### src/rtl/lome_pkg.sv
// Package for the limit order matching engine: widths, command and status codes,
// the queued command record and the slot record. No dependencies.
`timescale 1ns / 1ps
package lome_pkg;
  localparam int OrderSlots = 64;
  localparam int SlotW = $clog2(OrderSlots);
  // Nodes of a binary compare tree over all slots; leaves sit after the inner nodes.
  localparam int TreeNodes = 2 * OrderSlots - 1;
  localparam int IdW = 31;
  localparam int PriceW = 24;
  localparam int VolW = 24;
  localparam int ClientW = 8;
  localparam int ArrW = 32;

  localparam logic [1:0] CMD_PLACE = 2'd0;
  localparam logic [1:0] CMD_CANCEL = 2'd1;
  localparam logic [1:0] CMD_MODIFY = 2'd2;

  localparam logic [2:0] ST_SUCCESS = 3'd0;
  localparam logic [2:0] ST_PARTIAL = 3'd1;
  localparam logic [2:0] ST_COMPLETE = 3'd2;
  localparam logic [2:0] ST_INVALID = 3'd3;
  localparam logic [2:0] ST_DUPLICATE = 3'd4;
  localparam logic [2:0] ST_NOTFOUND = 3'd5;
  localparam logic [2:0] ST_FULL = 3'd6;

  // Request after classification by the front end.
  typedef struct packed {
    logic [1:0] command;
    logic bad_values;
    logic [IdW-1:0] oid;
    logic side;
    logic [PriceW-1:0] price;
    logic [VolW-1:0] volume;
    logic [ClientW-1:0] client;
  } req_t;

  typedef struct packed {
    logic [IdW-1:0] oid;
    logic side;
    logic [PriceW-1:0] price;
    logic [VolW-1:0] remaining;
    logic [ClientW-1:0] client;
    logic [ArrW-1:0] arrival;
  } slot_t;
endpackage

### src/rtl/lome_front.sv
// Front end: takes in requests, checks price and volume, and holds them
// in a two-entry queue for the matching core. Depends on lome_pkg.
`timescale 1ns / 1ps
module lome_front import lome_pkg::*; (
  input  logic clk,
  input  logic rst_n,
  input  logic in_valid,
  output logic in_stall,
  input  logic [1:0] in_command,
  input  logic [IdW-1:0] in_oid,
  input  logic in_side,
  input  logic [PriceW-1:0] in_price,
  input  logic [VolW-1:0] in_volume,
  input  logic [ClientW-1:0] in_client,
  output logic q_valid,
  output req_t q_req,
  input  logic q_take
);
  req_t q_mem_r [2];
  logic wr_ptr_r, rd_ptr_r;
  logic [1:0] cnt_r;
  req_t in_req;
  logic push;

  // Classify the incoming request.
  always_comb begin
    in_req.command = in_command;
    in_req.bad_values = (in_price == '0) || (in_volume == '0);
    in_req.oid = in_oid;
    in_req.side = in_side;
    in_req.price = in_price;
    in_req.volume = in_volume;
    in_req.client = in_client;
  end

  assign in_stall = (cnt_r == 2'd2);
  assign push = in_valid && !in_stall;
  assign q_valid = (cnt_r != 2'd0);
  assign q_req = q_mem_r[rd_ptr_r];

  // Queue storage.
  always_ff @(posedge clk) begin
    if (push) begin
      q_mem_r[wr_ptr_r] <= in_req;
    end
  end

  // Queue pointers and fill count.
  always_ff @(posedge clk) begin
    if (!rst_n) begin
      wr_ptr_r <= 1'b0;
      rd_ptr_r <= 1'b0;
      cnt_r <= 2'd0;
    end else begin
      if (push) wr_ptr_r <= ~wr_ptr_r;
      if (q_take) rd_ptr_r <= ~rd_ptr_r;
      cnt_r <= cnt_r + {1'b0, push} - {1'b0, q_take};
    end
  end

`ifndef SYNTH
  a_no_over: assert property (@(posedge clk) disable iff (!rst_n)
    cnt_r <= 2'd2) else $error("queue count out of range");
  a_take_nonempty: assert property (@(posedge clk) disable iff (!rst_n)
    q_take |-> q_valid) else $error("take from empty queue");
  a_full_stalls: assert property (@(posedge clk) disable iff (!rst_n)
    (cnt_r == 2'd2 && !q_take) |=> cnt_r == 2'd2) else $error("queue lost entry");
`endif
endmodule

### config.mk
export PLATFORM = sky130hd
export DESIGN_NAME = lome_front
export DESIGN_NICKNAME = d
export VERILOG_FILES = /design/src/rtl/lome_pkg.sv /design/src/rtl/lome_front.sv
export SDC_FILE = /design/constraint.sdc
export NUM_CORES = 1
export LEC_CHECK = 0
export BUFFER_PORTS_ARGS = -buffer_cell sky130_fd_sc_hd__buf_2
export CELL_PAD_IN_SITES_DETAIL_PLACEMENT = 0
export CELL_PAD_IN_SITES_GLOBAL_PLACEMENT = 1
export CORE_ASPECT_RATIO = 1.1
export CORE_MARGIN = 8
export CORE_UTILIZATION = 48
export CTS_BUF_LIST = sky130_fd_sc_hd__clkbuf_16
export CTS_CLUSTER_SIZE = 20
export DETAILED_ROUTE_END_ITERATION = 10
export PLACE_DENSITY_LB_ADDON = 0.05
export SETUP_SLACK_MARGIN = 0.4
export SLEW_MARGIN = 10
export SYNTH_ARGS = -nofsm -noshare
export SYNTH_HDL_FRONTEND = slang
export SYNTH_SLANG_ARGS = --single-unit
### constraint.sdc
create_clock -name clk -period 7.7 [get_ports clk]
set_input_delay 0 -clock clk [delete_from_list [all_inputs] [get_ports clk]]
set_output_delay 0 -clock clk [all_outputs]
set_load 0.005 [all_outputs]
# Yosys cells after proc, flatten, opt, wreduce, memory -nomap -nowiden
# Memory sizes are Yosys's and may differ from the RTL's. A register that Yosys moved wholly into a read port is not among the register bits.
# Cells that the tools add are included.
[classes]
n_bitwise = 2
n_reduce_logical = 6
n_addsub = 2
muxes = 4
eq_ne = 1
[ops]
columns = ["op", "n"]
rows = [
  ["logical NOT 24 bit", 2],
  ["two-way mux 1 bit", 4],
  ["adder 2 x 1 -> 2 bit", 1],
  ["== test 2 bit, second input constant", 1],
  ["inverter 1 bit", 2],
  ["nonzero test 2 bit", 1],
  ["subtractor 2 x 1 -> 2 bit", 1],
  ["logical AND 1 bit", 1],
  ["logical NOT 1 bit", 1],
  ["logical OR 1 bit", 1],
]
[word_totals]
ram_bits = 182
mem_count = 1
elab_cells = 19
inputBits = 94
register_bits = 4
output_inout_bits = 93
[mem_list]
columns = ["name", "depth", "width", "read_ports", "rd_clocked_by_memory_dff", "wr", "line", "text"]
rows = [
  ["q_mem_r", 2, 91, 1, 1, 1, "lome_front.sv:19", "req_t q_mem_r [2];"],
]

# Depth between registers and ports, before layout
[depth]
ltp_word = 5
mapped_depth = 8
mapped_depth_nobuf = 8

# Least setup slack after synthesis
# Ideal clock, no wire load.
[synth_path]
kind = "register to register"
startpoint = "reg cnt_r[0]"
endpoint = "mem q_mem_r[0][0] (netlist name), enable pin"
required_ns = 7.159
period_less_slack_ns = 4.888
setup_slack_ns = 2.812
stages_incl_launch_ff = 4
arrival_ns = 4.347
setup_time_ns = 0.541
path_buffers = 0
path_cell_list = "dfxtp_1 -> nand2b_1 -> nand2_1 -> nor2_1"
[synth_via]
elab_chain_cells = 5
[synth_rtl]
columns = ["item", "line", "text"]
rows = [
  ["start, declared", "lome_front.sv:21", "logic [1:0] cnt_r;"],
  ["start signal, assigned", "lome_front.sv:57", "cnt_r <= cnt_r + {1'b0, push} - {1'b0, q_take};"],
  ["== test 2 bit", "lome_front.sv:36", "assign in_stall = (cnt_r == 2'd2);"],
  ["logical NOT 1 bit", "lome_front.sv:37", "assign push = in_valid && !in_stall;"],
  ["logical AND 1 bit", "lome_front.sv:37", ""],
  ["two-way mux 1 bit", "lome_front.sv:43", "if (push) begin"],
  ["two-way mux 1 bit (not written as such)", "lome_front.sv:44", "q_mem_r[wr_ptr_r] <= in_req;"],
  ["end, declared", "lome_front.sv:19", ""],
]
# Every way passes these cells.

==> results.py <==
metrics = {
    "timing": {
        "post-route-min-period_ns": 2.67,
        "finalCritPeriodShare_pct": 34.7,
        "slew_headroom_pct": 42.7,
        "setup_tns_ns": 0,
        "rsz0062_at_grt": "false",
        "fin_skew_ns": 0.00871,
        "worst_pin_slew_ns": 0.860,
        "finalMaxSlewViolations": 0,
        "setup_viol": 0,
        "hold_violations": 0,
        "max_clock_freq_ghz": 0.374,
    },
    "synth": {
        "muxShareOfSynthArea_pct": 18.5,
        "syn_inst": 323,
        "synth.distinct_cells": 21,
        "synth-xor-area-share_pct": 0.477,
        "yosys_warnings": 0,
        "synth_top_family_by_area": "multiplexers",
        "synth.top_cell.area_share_pct": 74.4,
        "synth_area_per_cell_sq_um": 22.8,
        "synth-compound-area-share_pct": 0.0681,
        "ys_ff_latch": 187,
        "yosysSeqAreaShare_pct": 75.7,
        "synth_area_sq_mm": 0.00735,
        "synth_nets": 419,
        "synthSimpleGateAreaFrac_pct": 2.13,
        "synth_area_leaders": "edfxtp_1 (74%), mux2_4 (18%), buf_12 (2.5%)",
        "synth-adder-area-share_pct": 0.341,
        "netlist.top_cell.by_area": "edfxtp_1",
    },
    "global_route": {
        "grt_max_degree": 56,
        "globalRouteOverflowTotal": 0,
        "antenna_found_initial": 1,
        "grt_pass1_vias": 4443,
        "grt_usage_pct": 15.3,
        "grt_pass1_wl_mm": 22.9,
    },
    "drt": {
        "wl_per_cell_microns": 17.9,
        "drt_wl_total_mm": 14.8,
        "antenna_left": 0,
        "vias": 3941,
        "viasPerCell": 4.78,
        "first_pass_iters": 4,
        "drc": 0,
        "drtIter0Drc": 212,
    },
    "worst_hold_path": {
        "hold_start": "in_valid",
        "hold_depth": 4,
        "hold_class": "input port to flip-flop",
        "whs_endpoint": "wr_ptr_r",
    },
    "placement": {
        "numPortBuffers": 186,
        "numPlacedInstances": 699,
        "dp_hpwl_mm": 9.84,
        "place_congestion": 0.717,
    },
    "clock_tree": {
        "cts_tree": "yes",
        "cts_sinks": 187,
        "cts_buffers": 17,
        "post_cts_buffers": 0,
        "postCtsResizedCells": 0,
        "cts-hold-fix-buffers": 92,
        "insertion_delay_ns": 0.42,
        "clkSlewWorstSetupHoldPaths_ns": 0.06,
        "htreeDepth": 4,
        "cts_root_buffer": "clkbuf_16",
        "ctsLongestPathBuffers": 2,
    },
    "critical_path": {
        "worstPathArrival_ns": 2.67,
        "cp_max_fo": 46,
        "r2r_slack_ns": 5.52,
        "r2r-start": "cnt_r[0]",
        "r2r_cells": 3,
        "critPathKind": "flip-flop to output pin",
        "start_kind": "flip-flop",
        "required_ns": 7.70,
        "cp-end-kind": "output pin",
        "worstReg2RegEnd": "q_mem_r[1][6]",
    },
    "floorplanning": {
        "num_rows": 47,
        "fp.dieH_microns": 146,
        "die_w_microns": 134,
        "start_util_pct": 49.0,
        "die_area_sq_mm": 0.0195,
        "ios": 187,
        "core_sq_mm": 0.0150,
    },
    "run": {
        "drv_cap": 0,
    },
    "cells_and_area": {
        "final_nets": 710,
        "drive_above_1_share_pct": 49.8,
        "stdcell_count": 824,
        "syn_to_final_growth_pct": 34.6,
    },
    "pwr": {
        "ir_drop_mv": 0.220,
        "leakage_nw": 3.93,
        "power_w": 0.00270,
        "p_per_area_mw_per_mm2": 273,
    },
    "status": {
        "status": "finished, final reports clean",
    },
}
==> worst max-delay path by stage <==
stage | end | slack, ns | depth (start not counted)
after floorplan | q_mem_r[0][0] | 2.81 | 3
final | q_req[1] | 5.03 | 3
after global routing | q_req[11] | 4.87 | 3
after CTS | q_req[1] | 4.95 | 3
after global placement | q_req[1] | 5.42 | 3
after detailed placement | q_req[1] | 5.41 | 3
==> state kept, by name (all words and copies together) (netlist names), named ones only <==
name      cells
cnt_r         2
wr_ptr_r      1
q_mem_r     182
rd_ptr_r      1
==> Yosys cell counts (all sizes together) <==
master	number
o21ai	1
inv	2
xnor2	3
nand3	1
or2	1
nor2	1
nand2b	1
and3	1
nand2	2
mux2	91
xor2	1
and2	5
edfxtp	182
and4	1
nor4	12
nand4	1
ha	2
buf	10
dfxtp	5
==> stage by stage <==
step                worst slack [ns]  hold slack [ns]  cell area, sq um  utilization (%)
floorplan                       2.81           0.0989              7350                -
finish                          5.03           0.0915              9890             65.9
detailed placement              5.41            0.191              8380             55.9
global placement                5.42            0.187              8380             55.9
CTS                             4.95           0.0705              9890             65.9
global route                    4.87           0.0924              9890             65.9
==> worst max-delay path, stage by stage (launching register included) <==
cell	delay (ns)
dfxtp_4	0.91
buf_4	0.81
mux2_4	0.36
buf_2	0.13
==> logic make-up (layout without fill, tap and decap cells) <==
logic type               after synthesis  in the layout
flip-flops                           187            187
XOR/XNOR                               4              4
AND/OR/NAND/NOR                       26             26
adder cells (fa/ha/maj)                2              2
multiplexers                          91             91
AO/OA/AOI/OAI                          1              1
buffers and inverters                 12            316
other                                  0              1
==> layer usage <==
| metal | wire length, microns | global-route usage, % | vias up |
|---|---|---|---|
| met5 | 0 | 0 | - |
| met4 | 151 | 4.55 | 0 |
| met3 | 1250 | 7.15 | 13 |
| met2 | 7480 | 26.0 | 133 |
| met1 | 5890 | 16.6 | 1920 |
| li1 | - | - | 1875 |
==> placed cells by master, fill, tap and decap left out <==
cell	count
clkinv_2	2
nand4_1	1
nor2_4	1
inv_1	5
or2_2	1
buf_4	4
nand3_1	1
clkinvlp_4	2
mux2_2	1
nand2b_1	1
dfxtp_1	4
clkinv_1	2
ha_1	2
xor2_1	1
xnor2_1	3
dlygate4sd3_1	92
clkbuf_16	17
and3_4	1
o21ai_0	1
nor4_1	12
and4_1	1
buf_2	186
edfxtp_1	182
clkinv_4	3
diode_2	1
mux2_4	90
dfxtp_4	1
bufinv_16	3
and2_1	5
nand2_1	2
==> where the power goes <==
group / switching (W) / internal, W
Combinational: 0.000221 / 0.000269
Sequential: 0.0000525 / 0.00130
Clock: 0.000347 / 0.000505
==> cell type report <==
| class | instances | area [sq um] |
|---|---|---|
| clock buffers | 17 | 425 |
| fillers | 1084 | 5110 |
| multi-input cells | 124 | 1600 |
| repair buffers | 282 | 1880 |
| inverters | 2 | 7.51 |
| flip-flops and latches | 187 | 5570 |
| diodes | 1 | 2.50 |
| well taps | 196 | 245 |
| clock inverters | 15 | 160 |
Note: power is estimated with default switching activity, not from simulation.
